--- config.mk ---
export PLATFORM = sky130hd
export DESIGN_NAME = adi_ctrl
export DESIGN_NICKNAME = d
export VERILOG_FILES = /design/src/rtl/adi_pkg.sv /design/src/rtl/adi_ctrl.sv
export SDC_FILE = /design/constraint.sdc
export NUM_CORES = 1
export LEC_CHECK = 0
export ABC_AREA = 1
export BUFFER_PORTS_ARGS = -buffer_cell sky130_fd_sc_hd__buf_2
export CAP_MARGIN = 20
export CORE_MARGIN = 10
export CORE_UTILIZATION = 53
export CTS_CLUSTER_DIAMETER = 50
export CTS_CLUSTER_SIZE = 30
export DETAILED_ROUTE_END_ITERATION = 16
export PLACE_DENSITY = 0.81
export SLEW_MARGIN = 20
export SYNTH_ARGS = -nofsm -noshare
export SYNTH_HDL_FRONTEND = slang
export SYNTH_SLANG_ARGS = --single-unit
--- constraint.sdc ---
create_clock -name clk -period 1.9 [get_ports clk]
set_input_delay 0.095 -clock clk [delete_from_list [all_inputs] [get_ports clk]]
set_output_delay 0.095 -clock clk [all_outputs]
set_load 0.05 [all_outputs]
--- src/rtl/adi_pkg.sv ---
// ----------------------------------------------------------------------------
// adi_pkg - shared types and constants of the advection-diffusion increment core
// Operand codes, multiply-accumulate microprogram, command/status structs,
// saturation helpers.
// ----------------------------------------------------------------------------
package adi_pkg;

  // input item kinds
  localparam logic [1:0] MODE_COL  = 2'd0;
  localparam logic [1:0] MODE_ROW  = 2'd1;
  localparam logic [1:0] MODE_CELL = 2'd2;

  // configuration register indexes
  localparam logic [2:0] REG_DIFFUS = 3'd0;
  localparam logic [2:0] REG_TSTEP  = 3'd1;
  localparam logic [2:0] REG_WNOW   = 3'd2;
  localparam logic [2:0] REG_WBEF   = 3'd3;
  localparam logic [2:0] REG_WIMP   = 3'd4;

  // accumulator width: three rounded products of at most 2^43 each
  localparam int AW = 48;

  // Q20 one
  localparam logic signed [31:0] Q_ONE = 32'sd1048576;

  // operand codes of the shared multiplier
  localparam logic [5:0] SRC_SW     = 6'd0;
  localparam logic [5:0] SRC_SC     = 6'd1;
  localparam logic [5:0] SRC_SE     = 6'd2;
  localparam logic [5:0] SRC_SS     = 6'd3;
  localparam logic [5:0] SRC_SN     = 6'd4;
  localparam logic [5:0] SRC_DXM    = 6'd5;
  localparam logic [5:0] SRC_DXP    = 6'd6;
  localparam logic [5:0] SRC_DYM    = 6'd7;
  localparam logic [5:0] SRC_DYP    = 6'd8;
  localparam logic [5:0] SRC_UX0    = 6'd9;
  localparam logic [5:0] SRC_UX1    = 6'd10;
  localparam logic [5:0] SRC_UYC    = 6'd11;
  localparam logic [5:0] SRC_VYN    = 6'd12;
  localparam logic [5:0] SRC_PE     = 6'd13;
  localparam logic [5:0] SRC_INVX   = 6'd14;
  localparam logic [5:0] SRC_LOX    = 6'd15;
  localparam logic [5:0] SRC_MIDX   = 6'd16;
  localparam logic [5:0] SRC_UPX    = 6'd17;
  localparam logic [5:0] SRC_INVY   = 6'd18;
  localparam logic [5:0] SRC_LOY    = 6'd19;
  localparam logic [5:0] SRC_MIDY   = 6'd20;
  localparam logic [5:0] SRC_UPY    = 6'd21;
  localparam logic [5:0] SRC_DIFFUS = 6'd22;
  localparam logic [5:0] SRC_TSTEP  = 6'd23;
  localparam logic [5:0] SRC_WNOW   = 6'd24;
  localparam logic [5:0] SRC_WBEF   = 6'd25;
  localparam logic [5:0] SRC_WIMP   = 6'd26;
  localparam logic [5:0] SRC_ONE    = 6'd27;
  localparam logic [5:0] SRC_AX     = 6'd28;
  localparam logic [5:0] SRC_AY     = 6'd29;
  localparam logic [5:0] SRC_ADVX   = 6'd30;
  localparam logic [5:0] SRC_ADVY   = 6'd31;
  localparam logic [5:0] SRC_EXPL   = 6'd32;
  localparam logic [5:0] SRC_LX     = 6'd33;
  localparam logic [5:0] SRC_LY     = 6'd34;
  localparam logic [5:0] SRC_LAP    = 6'd35;
  localparam logic [5:0] SRC_DIFF   = 6'd36;
  localparam logic [5:0] SRC_TOT    = 6'd37;
  localparam logic [5:0] SRC_INC    = 6'd38;

  localparam logic [4:0] UOP_LAST = 5'd20;

  typedef struct packed {
    logic [5:0] a_src;
    logic [5:0] b_src;
    logic       sh21;
    logic       neg;
    logic       first;
    logic       last;
    logic [5:0] dest;
  } uop_t;

  typedef struct packed {
    logic [30:0]        diffus;
    logic [30:0]        tstep;
    logic signed [31:0] wnow;
    logic signed [31:0] wbef;
    logic signed [31:0] wimp;
  } cfg_t;

  typedef struct packed {
    logic       cap_in;
    logic       rd_en;
    logic [1:0] rd_phase;
    logic       wr_line;
    logic       diff;
    logic       mul;
    logic       acc;
    logic [4:0] uop_idx;
    logic       out_load;
  } cmd_t;

  typedef struct packed {
    logic interior;
    logic out_busy;
  } sts_t;

  // multiply-accumulate microprogram, one product per entry
  function automatic uop_t uop_rom(input logic [4:0] idx);
    uop_t u;
    u = '{a_src: SRC_ONE, b_src: SRC_ONE, sh21: 1'b0, neg: 1'b0,
          first: 1'b1, last: 1'b0, dest: SRC_AX};
    case (idx)
      5'd0:  u = '{SRC_UX0,    SRC_DXM,  1'b0, 1'b0, 1'b1, 1'b0, SRC_AX};
      5'd1:  u = '{SRC_UX1,    SRC_DXP,  1'b0, 1'b0, 1'b0, 1'b1, SRC_AX};
      5'd2:  u = '{SRC_UYC,    SRC_DYM,  1'b0, 1'b0, 1'b1, 1'b0, SRC_AY};
      5'd3:  u = '{SRC_VYN,    SRC_DYP,  1'b0, 1'b0, 1'b0, 1'b1, SRC_AY};
      5'd4:  u = '{SRC_INVX,   SRC_AX,   1'b1, 1'b1, 1'b1, 1'b1, SRC_ADVX};
      5'd5:  u = '{SRC_INVY,   SRC_AY,   1'b1, 1'b1, 1'b1, 1'b1, SRC_ADVY};
      5'd6:  u = '{SRC_ADVX,   SRC_ONE,  1'b0, 1'b0, 1'b1, 1'b0, SRC_EXPL};
      5'd7:  u = '{SRC_ADVY,   SRC_ONE,  1'b0, 1'b0, 1'b0, 1'b1, SRC_EXPL};
      5'd8:  u = '{SRC_LOX,    SRC_SW,   1'b0, 1'b0, 1'b1, 1'b0, SRC_LX};
      5'd9:  u = '{SRC_MIDX,   SRC_SC,   1'b0, 1'b0, 1'b0, 1'b0, SRC_LX};
      5'd10: u = '{SRC_UPX,    SRC_SE,   1'b0, 1'b0, 1'b0, 1'b1, SRC_LX};
      5'd11: u = '{SRC_LOY,    SRC_SS,   1'b0, 1'b0, 1'b1, 1'b0, SRC_LY};
      5'd12: u = '{SRC_MIDY,   SRC_SC,   1'b0, 1'b0, 1'b0, 1'b0, SRC_LY};
      5'd13: u = '{SRC_UPY,    SRC_SN,   1'b0, 1'b0, 1'b0, 1'b1, SRC_LY};
      5'd14: u = '{SRC_LX,     SRC_ONE,  1'b0, 1'b0, 1'b1, 1'b0, SRC_LAP};
      5'd15: u = '{SRC_LY,     SRC_ONE,  1'b0, 1'b0, 1'b0, 1'b1, SRC_LAP};
      5'd16: u = '{SRC_DIFFUS, SRC_LAP,  1'b0, 1'b0, 1'b1, 1'b1, SRC_DIFF};
      5'd17: u = '{SRC_WNOW,   SRC_EXPL, 1'b0, 1'b0, 1'b1, 1'b0, SRC_TOT};
      5'd18: u = '{SRC_WBEF,   SRC_PE,   1'b0, 1'b0, 1'b0, 1'b0, SRC_TOT};
      5'd19: u = '{SRC_WIMP,   SRC_DIFF, 1'b0, 1'b0, 1'b0, 1'b1, SRC_TOT};
      5'd20: u = '{SRC_TSTEP,  SRC_TOT,  1'b0, 1'b0, 1'b1, 1'b1, SRC_INC};
      default: u = '{SRC_ONE,  SRC_ONE,  1'b0, 1'b0, 1'b1, 1'b0, SRC_INC};
    endcase
    return u;
  endfunction

  // clamp accumulator to signed 32 bits
  function automatic logic signed [31:0] sat_acc(input logic signed [AW-1:0] v);
    logic signed [31:0] r;
    if (v > $signed(AW'(32'sh7FFF_FFFF))) r = 32'sh7FFF_FFFF;
    else if (v < -$signed(AW'(33'sh0_8000_0000))) r = 32'sh8000_0000;
    else r = v[31:0];
    return r;
  endfunction

  // clamp a 33-bit difference to signed 32 bits
  function automatic logic signed [31:0] sat33(input logic signed [32:0] v);
    logic signed [31:0] r;
    if (v[32] != v[31]) r = v[32] ? 32'sh8000_0000 : 32'sh7FFF_FFFF;
    else r = v[31:0];
    return r;
  endfunction

endpackage

--- src/rtl/adi_ctrl.sv ---
// ----------------------------------------------------------------------------
// adi_ctrl - sequencer of the increment core
// Steps interior cells through line reads, line write-back, differences, the
// multiply-accumulate microprogram and output load; halo cells only write back.
// ----------------------------------------------------------------------------
module adi_ctrl
  import adi_pkg::*;
(
  input  logic       clk,
  input  logic       rst_n,
  input  logic       in_tvalid,
  input  logic [1:0] in_mode,
  output logic       in_tready,
  input  sts_t       sts,
  output cmd_t       cmd
);

  localparam logic [2:0] S_IDLE = 3'd0;
  localparam logic [2:0] S_RD   = 3'd1;
  localparam logic [2:0] S_WR   = 3'd2;
  localparam logic [2:0] S_DIFF = 3'd3;
  localparam logic [2:0] S_MUL  = 3'd4;
  localparam logic [2:0] S_ACC  = 3'd5;
  localparam logic [2:0] S_OUT  = 3'd6;

  logic [2:0] state_r, state_nxt;
  logic [2:0] phase_r, phase_nxt;
  logic [4:0] uop_r, uop_nxt;
  logic       cell_r, cell_nxt;
  logic       accept;

  assign in_tready = (state_r == S_IDLE);
  assign accept    = in_tvalid && in_tready;

  // next state and commands
  always_comb begin
    state_nxt = state_r;
    phase_nxt = phase_r;
    uop_nxt   = uop_r;
    cell_nxt  = cell_r;
    cmd       = '0;
    cmd.uop_idx = uop_r;
    cmd.rd_phase = phase_r[1:0];
    case (state_r)
      S_IDLE: begin
        cmd.cap_in = accept;
        if (accept && in_mode == MODE_CELL) begin
          phase_nxt = 3'd0;
          cell_nxt  = sts.interior;
          state_nxt = sts.interior ? S_RD : S_WR;
        end
      end
      S_RD: begin
        cmd.rd_en = (phase_r != 3'd4);
        phase_nxt = phase_r + 3'd1;
        if (phase_r == 3'd4) state_nxt = S_WR;
      end
      S_WR: begin
        cmd.wr_line = 1'b1;
        state_nxt = cell_r ? S_DIFF : S_IDLE;
      end
      S_DIFF: begin
        cmd.diff  = 1'b1;
        uop_nxt   = 5'd0;
        state_nxt = S_MUL;
      end
      S_MUL: begin
        cmd.mul   = 1'b1;
        state_nxt = S_ACC;
      end
      S_ACC: begin
        cmd.acc = 1'b1;
        if (uop_r == UOP_LAST) begin
          state_nxt = S_OUT;
        end else begin
          uop_nxt   = uop_r + 5'd1;
          state_nxt = S_MUL;
        end
      end
      S_OUT: begin
        if (!sts.out_busy) begin
          cmd.out_load = 1'b1;
          state_nxt    = S_IDLE;
        end
      end
      default: state_nxt = S_IDLE;
    endcase
  end

  // state registers
  always_ff @(posedge clk) begin
    if (!rst_n) begin
      state_r <= S_IDLE;
      phase_r <= 3'd0;
      uop_r   <= 5'd0;
      cell_r  <= 1'b0;
    end else begin
      state_r <= state_nxt;
      phase_r <= phase_nxt;
      uop_r   <= uop_nxt;
      cell_r  <= cell_nxt;
    end
  end

  a_rd_interior: assert property (@(posedge clk) disable iff (!rst_n)
    (state_r == S_RD && phase_r == 3'd0) |-> sts.interior)
    else $error("line read started for a halo cell");
  a_wr_next: assert property (@(posedge clk) disable iff (!rst_n)
    (state_r == S_WR) |=> (state_r == S_DIFF || state_r == S_IDLE))
    else $error("bad state after write-back");
  a_prog_end: assert property (@(posedge clk) disable iff (!rst_n)
    (state_r == S_ACC && uop_r == UOP_LAST) |=> (state_r == S_OUT))
    else $error("microprogram did not end in output");
  a_out_free: assert property (@(posedge clk) disable iff (!rst_n)
    (state_r == S_OUT && !sts.out_busy) |=> (state_r == S_IDLE))
    else $error("output load lost");

endmodule

==> Word level (Yosys, flattened, before mapping) <==
Cells that the tools add are included.
Widths: inputs -> output; s select.
{ "op_classes": {"reduce_logical": 9, "addsub": 2, "n_mux": 19, "eq_ne": 14} }
{ "ops": {"columns": ["op", "count"], "rows": [
  ["$pmux 3 s7", 1],
  ["$eq 3x3->1 const B", 4],
  ["$mux 3", 4],
  ["$pmux 5 s2", 1],
  ["$mux 1", 8],
  ["$eq 3x2->1 const B", 2],
  ["$mux 2", 3],
  ["$ne 2x2->1 const B", 3],
  ["$pmux 3 s2", 1],
  ["$reduce_and 2->1", 3],
  ["$add 5x1->5 const B", 1],
  ["$eq 5x5->1 const B", 1],
  ["$mux 5", 1],
  ["$reduce_bool 2->1", 2],
  ["$add 3x1->3 const B", 1],
  ["$eq 3x1->1 const B", 1],
  ["$logic_not 3->1", 1],
  ["$ne 3x3->1 const B", 1],
  ["$reduce_and 3->1", 1],
  ["$eq 2x2->1 const B", 1],
  ["$logic_and 1x1->1", 2],
  ["$ne 2x1->1 const B", 1]
]} }
{ "word_totals": {"reg_bits": 12, "input_bits": 7, "word_cells": 48} }

==> Longest topological paths before layout <==
{ "depth": {"ltp_word": 5, "mapped_depth": 10} }

==> Worst setup path after synthesis <==
OpenSTA, ideal clock, no wires.
{ "synth_path": {"path_kind": "reg2out", "start": "register state_r[0]", "end": "output port cmd[0] (netlist name)", "setup_slack_ns": -0.178, "stages_incl_launch_ff": 3, "required_time_ns": 1.805, "arrival_ns": 1.983, "path_cell_list": "dfxtp_1 buf_4 nor4_1"} }
{ "synth_rtl": {"columns": ["element", "line", "text"], "rows": [
  ["from (decl)", "adi_ctrl.sv:26", "logic [2:0] state_r, state_nxt;"],
  ["from (signal assigned)", "adi_ctrl.sv:98", "state_r <= state_nxt;"],
  ["to (decl)", "adi_ctrl.sv:15", "output cmd_t cmd"]
]} }

==> impl_metrics.py <==
metrics = {
    "status": {
        "run_status": "finished, final reports clean",
    },
    "sta": {
        "max_clock_freq_mhz": 648.8,
        "final-hold-violation-count": 0,
        "tightestPinTransition_ns": 0.3037,
        "finalClockSkew_ns": 0.006801,
        "setup_viol": 0,
        "period_needed_ns": 1.541,
        "timing.max_slew.rel_slack_pct": 79.73,
        "grt_setup_unrepaired": "no",
        "slew_viol_final": 0,
        "final_min_period_over_clock_period_pct": 81.12,
        "fin_tns_setup_ns": 0,
    },
    "drt": {
        "postRouteWirelength_um": 1954,
        "avgRoutedWirePerCell_um": 12.61,
        "drtIter0Drc": 11,
        "via_count": 811,
        "drt_pass1_iterations": 4,
        "viasPerCell": 5.232,
        "postRouteAntennaNets": 0,
        "drc": 0,
    },
    "yosys": {
        "synth.most_common_cell": "nand2_1",
        "ys_ff_latch": 12,
        "seq_area_frac_synth_pct": 30.87,
        "synth.avg_cell_area_sq_um": 6.485,
        "netlist-cell-type-count": 22,
        "syn_nets": 131,
        "yosys.area.top_type_share_pct": 30.87,
        "synth_top_cells_by_count": "nand2_1, inv_1, nor2_1",
        "synth-warning-count": 0,
        "yosysTopAreaCell": "dfxtp_1",
        "top_flip_flop_cell_by_instance_count_after_synthesis": "dfxtp_1",
        "synth_async_sr_flop_share_pct": 0,
        "synth-edff-count": 0,
        "synth_top_cells_by_area": "dfxtp_1, nand2_1, inv_1",
        "synthesis.area_sq_um": 778.2,
        "syn_inst": 120,
    },
    "critical_path": {
        "slowest_stage": "dfxtp_1",
        "cp_cell_sequence": "nor2_1 > nand3_1 > inv_1 > buf_2",
        "worstPathRequired_ns": 1.80,
        "reg_to_reg_end": "uop_r[4]$_SDFFE_PN0P_",
        "cp_top_family": "simple AND/OR/NAND/NOR gates",
        "setup.worst_path.start_class": "register",
        "reg2reg_setup_slack_ns": 0.59,
        "bufs_and_invs_on_worst_path": 2,
        "worstRegToRegCells": 6,
        "endpoint_kind": "output pin",
        "timing.critical_path.arrival_ns": 1.45,
        "timing.rr.start": "state_r[0]$_SDFFE_PN0P_",
        "worst_path_largest_cell_delay_ns": 0.37,
        "worst-setup-path-type": "register to output pin",
        "biggest_fanout_along_the_worst_timing_path": 6,
    },
    "final_layout": {
        "fill_cells": 127,
        "layout-drive-gt1-share_pct": 25.71,
        "net_total_in_the_final_layout": 153,
        "post_layout_util_pct": 66.91,
        "num_antenna_cells": 0,
        "final_cell_count_no_fill": 155,
        "final_area_sq_um": 903.4,
        "area_growth_from_synthesis_to_layout_pct": 16.08,
    },
    "place": {
        "port_buffers": 21,
        "gp_congestion": 0.8139,
        "placement.cell_area_sq_um": 880.8,
        "detailedPlacementHpwl_um": 1579,
        "placed_cells": 152,
    },
    "clock_tree": {
        "ctsHtreeMaxLevel": 1,
        "clkTransAtPathRegs_ns": 0.08,
        "cts_root_buffer": "clkbuf_4",
        "tritoncts": "done",
        "postCtsResizedCells": 0,
        "ctsHoldBuffers": 0,
        "clock_tree.buffer_depth": 2,
        "clock_insertion_delay_at_the_later_pin_of_the_skew_report_ns": 0.28,
        "cts_sinks": 12,
        "post_cts_buffers": 0,
        "cts-buffers-inserted": 3,
    },
    "floorplan": {
        "io-pin-count": 22,
        "die_w_um": 58.32,
        "core_area_sq_mm": 0.001350,
        "initial_utilization_pct": 57.65,
        "std_cell_rows": 13,
        "chipHeight_um": 58.32,
        "dieArea_sq_mm": 0.003401,
    },
    "hold_path": {
        "hold_path.startpoint": "rst_n",
        "whs_path_depth": 3,
        "holdPathEnd": "state_r[1]$_SDFFE_PN0P_",
        "min_path_type": "input port to register",
    },
    "global_routing": {
        "grt_util_all_layers_pct": 12.61,
        "vias_in_the_first_global_route": 803,
        "number_of_antenna_violations_at_the_first_check_in_global_routing": 0,
        "grt_max_degree": 9,
        "global_route_wire_length_before_repair_um": 3470,
        "globalRouteOverflowTotal": 0,
    },
    "run": {
        "max_cap_violations": 0,
    },
    "pwr": {
        "pwr_density_cell_mw_per_mm2": 1290,
        "total_leakage_power_nw": 0.4655,
        "max-vdd-ir-drop_mv": 1.132,
    },
}
-- where the power goes --
group | internal, mW | switching, mW | leakage (nW)
Clock | 0.0735 | 0.0863 | 0.0138
Sequential | 0.290 | 0.0622 | 0.0971
Combinational | 0.155 | 0.498 | 0.355
-- final cells by class --
class	instances	area [sq um]	area share, %
Multi-Input combinational cell	83	437.9	48.48
Tap cell	15	18.77	2.078
Clock buffer	3	22.52	2.493
Timing Repair Buffer	21	105.1	11.63
Inverter	21	78.83	8.726
Sequential cell	12	240.2	26.59
-- how the worst max path moves through the flow --
stage                            startpoint               endpoint  cells past startpoint
finish              state_r[1]$_SDFFE_PN0P_                cmd[12]                      4
global route        state_r[1]$_SDFFE_PN0P_                cmd[12]                      4
CTS                 state_r[1]$_SDFFE_PN0P_                cmd[12]                      4
detailed placement    uop_r[0]$_SDFFE_PN0P_  uop_r[4]$_SDFFE_PN0P_                      7
global placement      uop_r[0]$_SDFFE_PN0P_  uop_r[2]$_SDFFE_PN0P_                      7
floorplan             uop_r[0]$_SDFFE_PN0P_  uop_r[3]$_SDFFE_PN0P_                      8
-- through the flow --
| stage | power, mW | setup slack (ns) | hold slack, ns |
|---|---|---|---|
| after global placement | 0.9900 | 0.6335 | 0.3863 |
| after floorplan | 0.8891 | 0.2965 | 0.2154 |
| after detailed placement | 1.007 | 0.6047 | 0.3888 |
| after global routing | 1.253 | 0.2152 | 0.1076 |
| after CTS | 1.166 | 0.3502 | 0.09348 |
| final | 1.165 | 0.3587 | 0.09306 |
-- sequential cells by signal (all words and copies together), names as in the netlist --
register / count
state_r: 3
uop_r: 5
cell_r: 1
phase_r: 3
-- worst register-to-register path: stages (launching register included) --
cell and delay, ns:
dfxtp_1 0.50, inv_2 0.13, nor2_4 0.19, nand2_2 0.12, nand2_4 0.09, nand2_1 0.05
a21oi_1 0.16
-- layer usage --
metal	global-route usage, %	wire (um)
met5	0	0
met4	6.711	33
met3	4.292	123
met2	20.49	924
met1	14.13	872
-- kinds of logic (layout without fill, tap and decap cells) --
group                    after synthesis  count (layout)  share of synthesized area [%]
AND/OR/NAND/NOR                       62              62                          36.66
buffers and inverters                 25              45                          13.66
AO/OA/AOI/OAI                         16              16                          11.25
flip-flops                            12              12                          30.87
adder cells (fa/ha/maj)                4               4                          6.431
XOR/XNOR                               1               1                          1.126
-- layout by cell type (no fill, tap or decap), types with 5 or more instances in the layout --
cell     Yosys  routed
nor2_1      16      16
buf_2        1      21
nand3_1     12      12
a21oi_1      7       7
o21ai_0      5       5
dfxtp_1     12      12
nand2_1     23      23
inv_1       17      17
(Power assumes the default switching activity.)
